### src/ret_pkg.sv
// ret_pkg: shared types, codes and constants for the rain episode tracker.
// No dependencies; imported by ret_core and rain_episode_tracker.
package ret_pkg;

    localparam int TOTAL_WIDTH_DEF = 24;

    localparam logic [7:0]  MM_PER_TIP_RESET = 8'd20;
    localparam logic [31:0] TIMEOUT_RESET    = 32'd3600000;

    // ceil(2^34 / 5): exact floor(y / 5) for any 32-bit y via (y * M) >> 34
    localparam logic [31:0] DIV5_MUL = 32'hCCCC_CCCD;

    typedef enum logic {
        OP_REPORT = 1'b0,
        OP_TICK   = 1'b1
    } t_op;

    typedef enum logic {
        CFG_MM_PER_TIP = 1'b0,
        CFG_TIMEOUT    = 1'b1
    } t_cfg_index;

    typedef struct packed {
        logic        op;
        logic [6:0]  tip_count;
        logic [31:0] now_ms;
        logic [15:0] date_stamp;
        logic [16:0] time_of_day;
    } t_item;

    typedef struct packed {
        logic [7:0]  mm_per_tip_hundredths;
        logic [31:0] episode_timeout_ms;
    } t_cfg;

    typedef struct packed {
        logic        tip_occurred;
        logic [6:0]  tip_delta;
        logic        episode_started;
        logic        episode_ended;
        logic        episode_active;
        logic [23:0] episode_total;
        logic [23:0] daily_total;
        logic [20:0] ended_total_tenths;
        logic [15:0] episode_start_date;
        logic [16:0] episode_start_time;
        logic        last_event_valid;
    } t_result;

    // floor(x / 10) for x below 2^33: halve, then divide by 5 by reciprocal
    function automatic logic [29:0] div10(input logic [32:0] x);
        logic [31:0] half;
        logic [63:0] prod;
        half = x[32:1];
        prod = 64'(half) * 64'(DIV5_MUL);
        return prod[63:34];
    endfunction

endpackage

### src/ret_core.sv
// ret_core: tracker state registers and the per-word update logic.
// Depends on ret_pkg; instantiated by rain_episode_tracker.
module ret_core
    import ret_pkg::*;
#(
    parameter int TOTAL_WIDTH = TOTAL_WIDTH_DEF
) (
    input  logic    i_clk,
    input  logic    i_rst_n,
    input  logic    i_advance,
    input  t_item   i_item,
    input  t_cfg    i_cfg,
    output t_result o_result
);

    logic                   r_baseline_set,   n_baseline_set;
    logic [6:0]             r_previous_count, n_previous_count;
    logic                   r_episode_open,   n_episode_open;
    logic [31:0]            r_last_tip_time,  n_last_tip_time;
    logic [TOTAL_WIDTH-1:0] r_episode_sum,    n_episode_sum;
    logic [TOTAL_WIDTH-1:0] r_daily_sum,      n_daily_sum;
    logic [15:0]            r_daily_date_ref, n_daily_date_ref;
    logic                   r_daily_ref_valid, n_daily_ref_valid;
    logic [15:0]            r_start_date,     n_start_date;
    logic [16:0]            r_start_time,     n_start_time;
    logic                   r_event_seen,     n_event_seen;

    always_comb begin
        logic [6:0]             delta;
        logic [14:0]            add;
        logic [31:0]            elapsed;
        logic [29:0]            tenths;
        logic                   tip;
        logic                   started;
        logic                   ended;
        logic                   new_day;
        logic [TOTAL_WIDTH-1:0] ep_base;
        logic [TOTAL_WIDTH-1:0] day_base;
        logic [TOTAL_WIDTH:0]   ep_s;
        logic [TOTAL_WIDTH:0]   day_s;

        n_baseline_set    = r_baseline_set;
        n_previous_count  = r_previous_count;
        n_episode_open    = r_episode_open;
        n_last_tip_time   = r_last_tip_time;
        n_episode_sum     = r_episode_sum;
        n_daily_sum       = r_daily_sum;
        n_daily_date_ref  = r_daily_date_ref;
        n_daily_ref_valid = r_daily_ref_valid;
        n_start_date      = r_start_date;
        n_start_time      = r_start_time;
        n_event_seen      = r_event_seen;

        delta   = i_item.tip_count - r_previous_count;
        add     = {8'd0, delta} * {7'd0, i_cfg.mm_per_tip_hundredths};
        elapsed = i_item.now_ms - r_last_tip_time;
        tenths  = div10(33'(r_episode_sum) + 33'd5);

        tip     = (i_item.op == OP_REPORT) && r_baseline_set
                  && (i_item.tip_count != r_previous_count);
        started = tip && !r_episode_open;
        ended   = (i_item.op == OP_TICK) && r_episode_open
                  && (elapsed >= i_cfg.episode_timeout_ms);
        new_day = !r_daily_ref_valid || (r_daily_date_ref != i_item.date_stamp);

        ep_base  = started ? '0 : r_episode_sum;
        day_base = new_day ? '0 : r_daily_sum;
        ep_s     = {1'b0, ep_base} + (TOTAL_WIDTH+1)'(add);
        day_s    = {1'b0, day_base} + (TOTAL_WIDTH+1)'(add);

        if (i_item.op == OP_REPORT && !r_baseline_set) begin
            n_baseline_set   = 1'b1;
            n_previous_count = i_item.tip_count;
        end
        if (tip) begin
            n_previous_count  = i_item.tip_count;
            n_episode_open    = 1'b1;
            n_episode_sum     = ep_s[TOTAL_WIDTH] ? '1 : ep_s[TOTAL_WIDTH-1:0];
            n_daily_sum       = day_s[TOTAL_WIDTH] ? '1 : day_s[TOTAL_WIDTH-1:0];
            n_daily_date_ref  = i_item.date_stamp;
            n_daily_ref_valid = 1'b1;
            n_last_tip_time   = i_item.now_ms;
            n_event_seen      = 1'b1;
        end
        if (started) begin
            n_start_date = i_item.date_stamp;
            n_start_time = i_item.time_of_day;
        end
        if (ended) begin
            n_episode_open = 1'b0;
        end

        o_result.tip_occurred       = tip;
        o_result.tip_delta          = tip ? delta : 7'd0;
        o_result.episode_started    = started;
        o_result.episode_ended      = ended;
        o_result.episode_active     = n_episode_open;
        o_result.episode_total      = 24'(32'(n_episode_sum));
        o_result.daily_total        = 24'(32'(n_daily_sum));
        o_result.ended_total_tenths = ended ? tenths[20:0] : 21'd0;
        o_result.episode_start_date = n_start_date;
        o_result.episode_start_time = n_start_time;
        o_result.last_event_valid   = n_event_seen;
    end

    always_ff @(posedge i_clk) begin
        if (!i_rst_n) begin
            r_baseline_set    <= 1'b0;
            r_previous_count  <= '0;
            r_episode_open    <= 1'b0;
            r_last_tip_time   <= '0;
            r_episode_sum     <= '0;
            r_daily_sum       <= '0;
            r_daily_date_ref  <= '0;
            r_daily_ref_valid <= 1'b0;
            r_start_date      <= '0;
            r_start_time      <= '0;
            r_event_seen      <= 1'b0;
        end else if (i_advance) begin
            r_baseline_set    <= n_baseline_set;
            r_previous_count  <= n_previous_count;
            r_episode_open    <= n_episode_open;
            r_last_tip_time   <= n_last_tip_time;
            r_episode_sum     <= n_episode_sum;
            r_daily_sum       <= n_daily_sum;
            r_daily_date_ref  <= n_daily_date_ref;
            r_daily_ref_valid <= n_daily_ref_valid;
            r_start_date      <= n_start_date;
            r_start_time      <= n_start_time;
            r_event_seen      <= n_event_seen;
        end
    end

endmodule

### src/rain_episode_tracker.sv
// rain_episode_tracker: top level with input word register, result register
// and configuration registers. Depends on ret_pkg and ret_core.
//
// Usage: input words (op, tip_count, now_ms, date_stamp, time_of_day) arrive on
// i_in_valid / o_in_stall; each word yields exactly one result word on
// o_out_valid / i_out_stall. A word is taken when valid is high and stall low.
// The update logic runs combinationally between the input register and the result
// register; a taken word moves into the result register, and o_out_valid rises, once
// the result register is free or the receiver does not stall.
// Throughput is one word per cycle unless the receiver stalls; the tracker state is
// read and written as a word moves from the input register to the result register.
// When the receiver stalls, the result register holds and the input register
// still fills, so one more word is taken before o_in_stall rises.
// Configuration: i_cfg_valid with i_cfg_index (0 mm per tip, 1 timeout ms) and
// i_cfg_data; o_cfg_ready is always high. Write only while the block is idle.
// Reset (i_rst_n low, synchronous) clears all tracker state, empties both pipeline
// registers and sets the configuration registers to 20 and 3600000.
module rain_episode_tracker
    import ret_pkg::*;
#(
    parameter int TOTAL_WIDTH = TOTAL_WIDTH_DEF
) (
    input  logic        i_clk,
    input  logic        i_rst_n,
    input  logic        i_in_valid,
    output logic        o_in_stall,
    input  logic        i_op,
    input  logic [6:0]  i_tip_count,
    input  logic [31:0] i_now_ms,
    input  logic [15:0] i_date_stamp,
    input  logic [16:0] i_time_of_day,
    output logic        o_out_valid,
    input  logic        i_out_stall,
    output logic        o_tip_occurred,
    output logic [6:0]  o_tip_delta,
    output logic        o_episode_started,
    output logic        o_episode_ended,
    output logic        o_episode_active,
    output logic [23:0] o_episode_total,
    output logic [23:0] o_daily_total,
    output logic [20:0] o_ended_total_tenths,
    output logic [15:0] o_episode_start_date,
    output logic [16:0] o_episode_start_time,
    output logic        o_last_event_valid,
    input  logic        i_cfg_valid,
    output logic        o_cfg_ready,
    input  logic        i_cfg_index,
    input  logic [31:0] i_cfg_data
);

    t_item   r_in;
    logic    r_in_valid;
    t_result r_out;
    logic    r_out_valid;
    t_cfg    r_cfg;
    t_result core_result;
    logic    advance;
    logic    in_take;

    assign advance     = r_in_valid && (!r_out_valid || !i_out_stall);
    assign o_in_stall  = r_in_valid && !advance;
    assign in_take     = i_in_valid && !o_in_stall;
    assign o_cfg_ready = 1'b1;

    ret_core #(
        .TOTAL_WIDTH(TOTAL_WIDTH)
    ) u_core (
        .i_clk    (i_clk),
        .i_rst_n  (i_rst_n),
        .i_advance(advance),
        .i_item   (r_in),
        .i_cfg    (r_cfg),
        .o_result (core_result)
    );

    always_ff @(posedge i_clk) begin
        if (!i_rst_n) begin
            r_in_valid <= 1'b0;
        end else if (in_take) begin
            r_in_valid <= 1'b1;
        end else if (advance) begin
            r_in_valid <= 1'b0;
        end
        if (in_take) begin
            r_in.op          <= i_op;
            r_in.tip_count   <= i_tip_count;
            r_in.now_ms      <= i_now_ms;
            r_in.date_stamp  <= i_date_stamp;
            r_in.time_of_day <= i_time_of_day;
        end
    end

    always_ff @(posedge i_clk) begin
        if (!i_rst_n) begin
            r_out_valid <= 1'b0;
        end else if (advance) begin
            r_out_valid <= 1'b1;
        end else if (!i_out_stall) begin
            r_out_valid <= 1'b0;
        end
        if (advance) begin
            r_out <= core_result;
        end
    end

    always_ff @(posedge i_clk) begin
        if (!i_rst_n) begin
            r_cfg.mm_per_tip_hundredths <= MM_PER_TIP_RESET;
            r_cfg.episode_timeout_ms    <= TIMEOUT_RESET;
        end else if (i_cfg_valid && o_cfg_ready) begin
            case (t_cfg_index'(i_cfg_index))
                CFG_MM_PER_TIP: r_cfg.mm_per_tip_hundredths <= i_cfg_data[7:0];
                CFG_TIMEOUT:    r_cfg.episode_timeout_ms    <= i_cfg_data;
                default: ;
            endcase
        end
    end

    assign o_out_valid          = r_out_valid;
    assign o_tip_occurred       = r_out.tip_occurred;
    assign o_tip_delta          = r_out.tip_delta;
    assign o_episode_started    = r_out.episode_started;
    assign o_episode_ended      = r_out.episode_ended;
    assign o_episode_active     = r_out.episode_active;
    assign o_episode_total      = r_out.episode_total;
    assign o_daily_total        = r_out.daily_total;
    assign o_ended_total_tenths = r_out.ended_total_tenths;
    assign o_episode_start_date = r_out.episode_start_date;
    assign o_episode_start_time = r_out.episode_start_time;
    assign o_last_event_valid   = r_out.last_event_valid;

    a_ended_closes: assert property (@(posedge i_clk) disable iff (!i_rst_n)
        r_out_valid && r_out.episode_ended |-> !r_out.episode_active
            && !r_out.tip_occurred)
        else $error("closed episode still active");

    a_started_on_tip: assert property (@(posedge i_clk) disable iff (!i_rst_n)
        r_out_valid && r_out.episode_started |-> r_out.tip_occurred
            && r_out.episode_active && r_out.last_event_valid)
        else $error("episode opened without a tip");

    a_tip_delta: assert property (@(posedge i_clk) disable iff (!i_rst_n)
        r_out_valid && r_out.tip_occurred |-> r_out.tip_delta != 7'd0)
        else $error("tip with zero delta");

    a_no_drop: assert property (@(posedge i_clk) disable iff (!i_rst_n)
        r_in_valid && r_out_valid && i_out_stall |=> r_in_valid && $stable(r_in))
        else $error("pending word lost under stall");

endmodule

### config.mk
export PLATFORM = sky130hd
export DESIGN_NAME = rain_episode_tracker
export DESIGN_NICKNAME = d
export VERILOG_FILES = /design/src/ret_pkg.sv /design/src/ret_core.sv /design/src/rain_episode_tracker.sv
export SDC_FILE = /design/constraint.sdc
export NUM_CORES = 1
export LEC_CHECK = 0
export ABC_AREA = 1
export BUFFER_PORTS_ARGS = -buffer_cell sky130_fd_sc_hd__buf_4
export CAP_MARGIN = 20
export CORE_UTILIZATION = 64
export DETAILED_ROUTE_END_ITERATION = 8
export MAX_ROUTING_LAYER = met4
export PLACE_DENSITY = 0.84
export SLEW_MARGIN = 20
export SYNTH_ARGS = -nofsm -noshare
export SYNTH_HDL_FRONTEND = slang
export SYNTH_SLANG_ARGS = --single-unit
### constraint.sdc
create_clock -name i_clk -period 10.7 [get_ports i_clk]
set_input_delay 1.605 -clock i_clk [delete_from_list [all_inputs] [get_ports i_clk]]
set_output_delay 1.605 -clock i_clk [all_outputs]
set_load 0.05 [all_outputs]
### Yosys cells after proc, flatten, opt, wreduce, memory -nomap -nowiden

Index checks and enable logic that the tools add are counted.

| word-level totals | value |
|---|---|
| logic and storage cells | 86 |
| register bits after elaboration | 369 |
| output and inout bits | 117 |
| input port bits | 111 |

| operators by class | value |
|---|---|
| $add $sub $neg | 5 |
| magnitude comparators | 1 |
| bitwise operators | 2 |
| reduce and logical (&&, ||, !) cells | 25 |
| muxes and demuxes | 17 |
| equal/unequal tests | 3 |
| multiply operators | 2 |

Operators with widths:

| kind | number |
|---|---|
| $mux W24 | 6 |
| $mul A32 B32 Y55 const B | 1 |
| $add A24 B15 Y25 | 2 |
| $ge A32 B32 Y1 | 1 |
| $sub A32 B32 Y32 | 1 |
| $add A24 B3 Y25 const B | 1 |
| $mux W17 | 1 |
| $mux W16 | 1 |
| $ne A16 B16 Y1 | 1 |
| $mul A7 B8 Y15 | 1 |
| $mux W7 | 2 |
| $reduce_and A2 Y1 | 5 |
| $logic_and A1 B1 Y1 | 9 |
| $logic_not A1 Y1 | 7 |
| $mux W1 | 7 |
| $ne A7 B7 Y1 | 1 |
| $sub A7 B7 Y7 | 1 |
| $reduce_bool A2 Y1 | 2 |
| $logic_or A1 B1 Y1 | 2 |
| $ne A2 B1 Y1 const B | 1 |
| $not A1 Y1 | 2 |

### Longest topological paths before layout

| logic depth | value |
|---|---|
| word-level depth | 8 |
| mapped depth | 45 |
| depth with buffers taken out | 45 |

### Cells and area by module

From an unflattened synthesis, not the netlist that was laid out.

| second synthesis, totals | value |
|---|---|
| cells, all modules | 3797 |
| area, all modules | 30950.9 µm² |

Modules (own cells, without submodules):

| module | area an instance (µm²) | times used | cells an instance |
|---|---|---|---|
| ret_core | 23786.6 | 1 | 3406 |
| rain_episode_tracker | 7164.4 | 1 | 391 |

### Worst setup path after synthesis

Ideal clock, no wire load.

| timing path | value |
|---|---|
| path kind | reg2reg |
| from | register u_core.r_episode_sum[0] |
| to | register r_out (netlist bit o_ended_total_tenths[12]) (data pin) |
| path slack | 3400 ps |
| path buffers | 0 |
| arrival time | 7047 ps |
| stages on the path, launching flop included | 41 |
| setup time | 253 ps |
| path through | dfxtp_1 ha_1 nor2_1 nor2_2 nand3_2 nor2_4 nand3_2 nor3_2 nand3_1 nor2_1 nand2_1 nor2_2 nand2_1 nor2_2 xor2_1 ha_1 fa_1 inv_1 (+5 left out) fa_1 inv_1 fa_1 ha_1 nand2_1 nor2_1 inv_1 nor2_1 inv_1 nor2_1 o21ai_0 nand2_1 o21bai_1 nand3_1 nand2_1 nand2_1 nand2_1 nor2_1 |

| between the ends | value |
|---|---|
| longest elaborated chain between the ends | 2 |

Ends and longest elaborated chain:

| element | line | source |
|---|---|---|
| from (decl) | ret_core.sv:20 | `logic [TOTAL_WIDTH-1:0] r_episode_sum, n_episode_sum;` |
| from (signal assigned) | ret_core.sv:124 | `r_episode_sum <= n_episode_sum;` |
| $add A24 B3 Y25 | ret_core.sv:57 | `tenths = div10(33'(r_episode_sum) + 33'd5);` |
| $mul A32 B32 Y55 | ret_pkg.sv:55 | `prod = 64'(half) * 64'(DIV5_MUL);` |
| to (signal assigned) | rain_episode_tracker.sv:102 | `r_out <= core_result;` |
| to (decl) | rain_episode_tracker.sv:53 | `t_result r_out;` |

Every way passes these cells.
A chain may end at the register's enable or synchronous reset.

==> metrics.cfg <==
[clocking]
clockRootBuffer=clkbuf_16
cts_post_setup_buffers_inserted=0
clock_sinks=369
cts_htree_levels=2
hold_buffers=0
cts_tree=yes
clock_latency_ns=0.59
clkTransAtPathRegs_ns=0.06
cts_buffers=41
cts_buffer_depth=3
post_cts_resized=0

[detailed_routing]
via_per_inst=5.60
routed_wl_um=84100
num_vias=25500
ant_nets=0
firstDrtPassIters=9
post_drt_wl_per_cell_um=18.4
drc=10
first_iter_violations=1769

[outcome]
violations=DRC
status=complete, but fails checks

[place]
portBuffers=226
gp_congestion=1.08
detailed_place_hpwl_um=65200
dp.cells=4486
preCtsSetupSlack_ns=2.43

[min_path]
worstHoldPathType=reg -> reg

[sta]
setup_viol=0
slew_viol_final=0
fin_skew_ns=0.0336
finalCriticalPeriod_ns=8.59
fin_crit_sh_pct=80.3
slew_headroom_pct=30.4
hold_viol=0
worst_slew_pin_slew_ns=1.04
fmax_mhz=116
setup_tns_ns=0
worst_slack_ns=2.11
rsz0062_at_grt=no

[global_routing]
grt_pass1_wl_um=133000
grt_overflow=0
grt_pass1_vias=25900
antenna_found_initial=0
grt_max_degree=150
grt_usage_pct=36.8

[critical_path]
slowest_stage=xnor2_1
crit_type=reg -> reg
worst_ep_arrival_time_ns=8.89
critPathCaptureType=register
cpPeakStageDelay_ns=0.65
cp.required_ns=11.00
crit_top_cell=nand2_1
start_kind=register
critPathMaxFanout=21

[job]
max_cap_viol_count=0

[die]
coreArea_sq_um=46800
dieArea_sq_um=48600
design.portCount=228
die_width_um=220
start_util_pct=65.3
num_rows=79
die_y_um=220

[synth]
synthArstFlopShare_pct=0
yosysUniqueCellTypes=57
avgSynthCellArea_sq_um=8.21
synth_edf_count=187
syn_nets=4375
synthCells=3717
yosysWarnings=0
yosysSeqAreaShare_pct=30.3
synth_ff_type=edfxtp_1
syn_area_sq_um=30500
ys_ff_latch=369

[cells_and_area]
multiInputGateArea_sq_um=17800
fillers=3529
mostFrequentLayoutCell=inv_1
diodes=0
instances_no_fill=4562
seq_area_sq_um=9260
nets=4580
drive_gt1_share_pct=10.3
final_cell_mix=inv_1 (803), nand2_1 (507), ha_1 (338), nor2_1 (311), a21oi_1 (305)
area_delta_synth_final_pct=11.9

[pwr]
power_density_nw_per_um2=142
peakVddDrop_uv=141
p_leak_nw=17.0
power_w=0.00485

==> synth_stat cells (4+ instances only) <==
cell / number / share of area (%)
o21a_1: 21 / 0.52
nand3_2: 14 / 0.46
nor2_1: 311 / 3.8
nand2_2: 15 / 0.31
nor3_1: 27 / 0.44
fa_1: 209 / 14
dfxtp_1: 182 / 12
nand4_1: 34 / 0.70
o21ai_0: 248 / 4.1
nor4_1: 5 / 0.10
inv_1: 806 / 9.9
buf_1: 6 / 0.074
ha_1: 338 / 14
inv_2: 30 / 0.37
o21ai_1: 32 / 0.52
edfxtp_1: 187 / 18
o211ai_1: 20 / 0.49
a21oi_2: 4 / 0.11
clkbuf_1: 66 / 0.81
or2_1: 4 / 0.082
or2_2: 5 / 0.10
a31oi_1: 32 / 0.66
nand3_1: 99 / 1.6
nand2_1: 508 / 6.2
o21bai_1: 17 / 0.42
a21boi_0: 4 / 0.098
a221oi_1: 4 / 0.11
a21o_1: 11 / 0.27
nand2_4: 4 / 0.15
xnor2_1: 43 / 1.2
a211oi_1: 7 / 0.17
a21oi_1: 305 / 5.0
xor2_1: 59 / 1.7
nor2_2: 17 / 0.35
nor3b_1: 4 / 0.098
==> worst paths after layout <==
kind                               from                    endpoint  slack, ns  cells past startpoint
max                            r_in[65]         o_episode_total[14]       2.11                     43
max reg2reg                    r_in[65]         o_episode_total[14]       2.11                     43
min reg2reg  u_core.r_last_tip_time[30]  u_core.r_last_tip_time[30]       0.46                      2
min          u_core.r_last_tip_time[30]  u_core.r_last_tip_time[30]       0.46                      2
==> registers in the layout (all words and copies together) (netlist names), 21 cells and up <==
signal,flops
u_core.r_daily_sum,24
r_cfg,40
r_in,73
u_core.r_episode_sum,24
u_core.r_last_tip_time,32
o_daily_total,24
o_episode_total,24
o_ended_total_tenths,21
==> cell type report <==
class | instances | area share [%]
multi-input combinational | 2430 | 52.1
sequential | 369 | 27.1
inverter | 840 | 9.24
timing repair buffer | 240 | 5.31
clock buffer | 63 | 3.51
tap | 607 | 2.22
clock inverter | 13 | 0.469
==> cells by family (layout without fill, tap and decap cells) <==
kind of cell	after synthesis	count (layout)	share of synthesized area, %
AND/OR/NAND/NOR	1057	1057	14.8
buffers and inverters	918	1156	11.4
AO/OA/AOI/OAI	723	723	13.0
adder cells (fa/ha/maj)	547	547	27.6
flip-flops	369	369	30.3
XOR/XNOR	102	102	2.93
other	1	1	0.0123
==> per-stage QoR <==
step | util, % | hold slack (ns) | instance area [sq um]
final | 73.1 | 0.455 | 34200
after global routing | 73.1 | 0.482 | 34200
after CTS | 73.1 | 0.460 | 34200
after detailed placement | 70.1 | 0.452 | 32800
after global placement | 70.1 | 0.443 | 32800
after floorplan | - | 0.433 | 30500
==> critical path: cells and delay by family, from the launching register on <==
kind | cells | cell delay [ns]
buffers and inverters | 11 | 0.81
DFF | 1 | 0.38
xor gates and xnor gates | 2 | 0.97
adders and majority gates | 8 | 3.43
and+or+nand+nor | 18 | 2.09
AOI/OAI and AO/OA | 4 | 0.61
==> power by group <==
part | switching, W | total [W] | internal, W | leakage (nW)
sequential | 0.0000326 | 0.00159 | 0.00156 | 3.29
clock | 0.000600 | 0.00143 | 0.000830 | 0.669
combinational | 0.00119 | 0.00183 | 0.000634 | 13.0
total | 0.00183 | 0.00485 | 0.00302 | 17.0
==> metal layers <==
layer | GRT usage [%] | share of wire, %
met5 | - | 0
met4 | 23.2 | 7.2
met3 | 7.02 | 6.6
met2 | 60.9 | 48
met1 | 40.8 | 38
(Power assumes the default switching activity.)
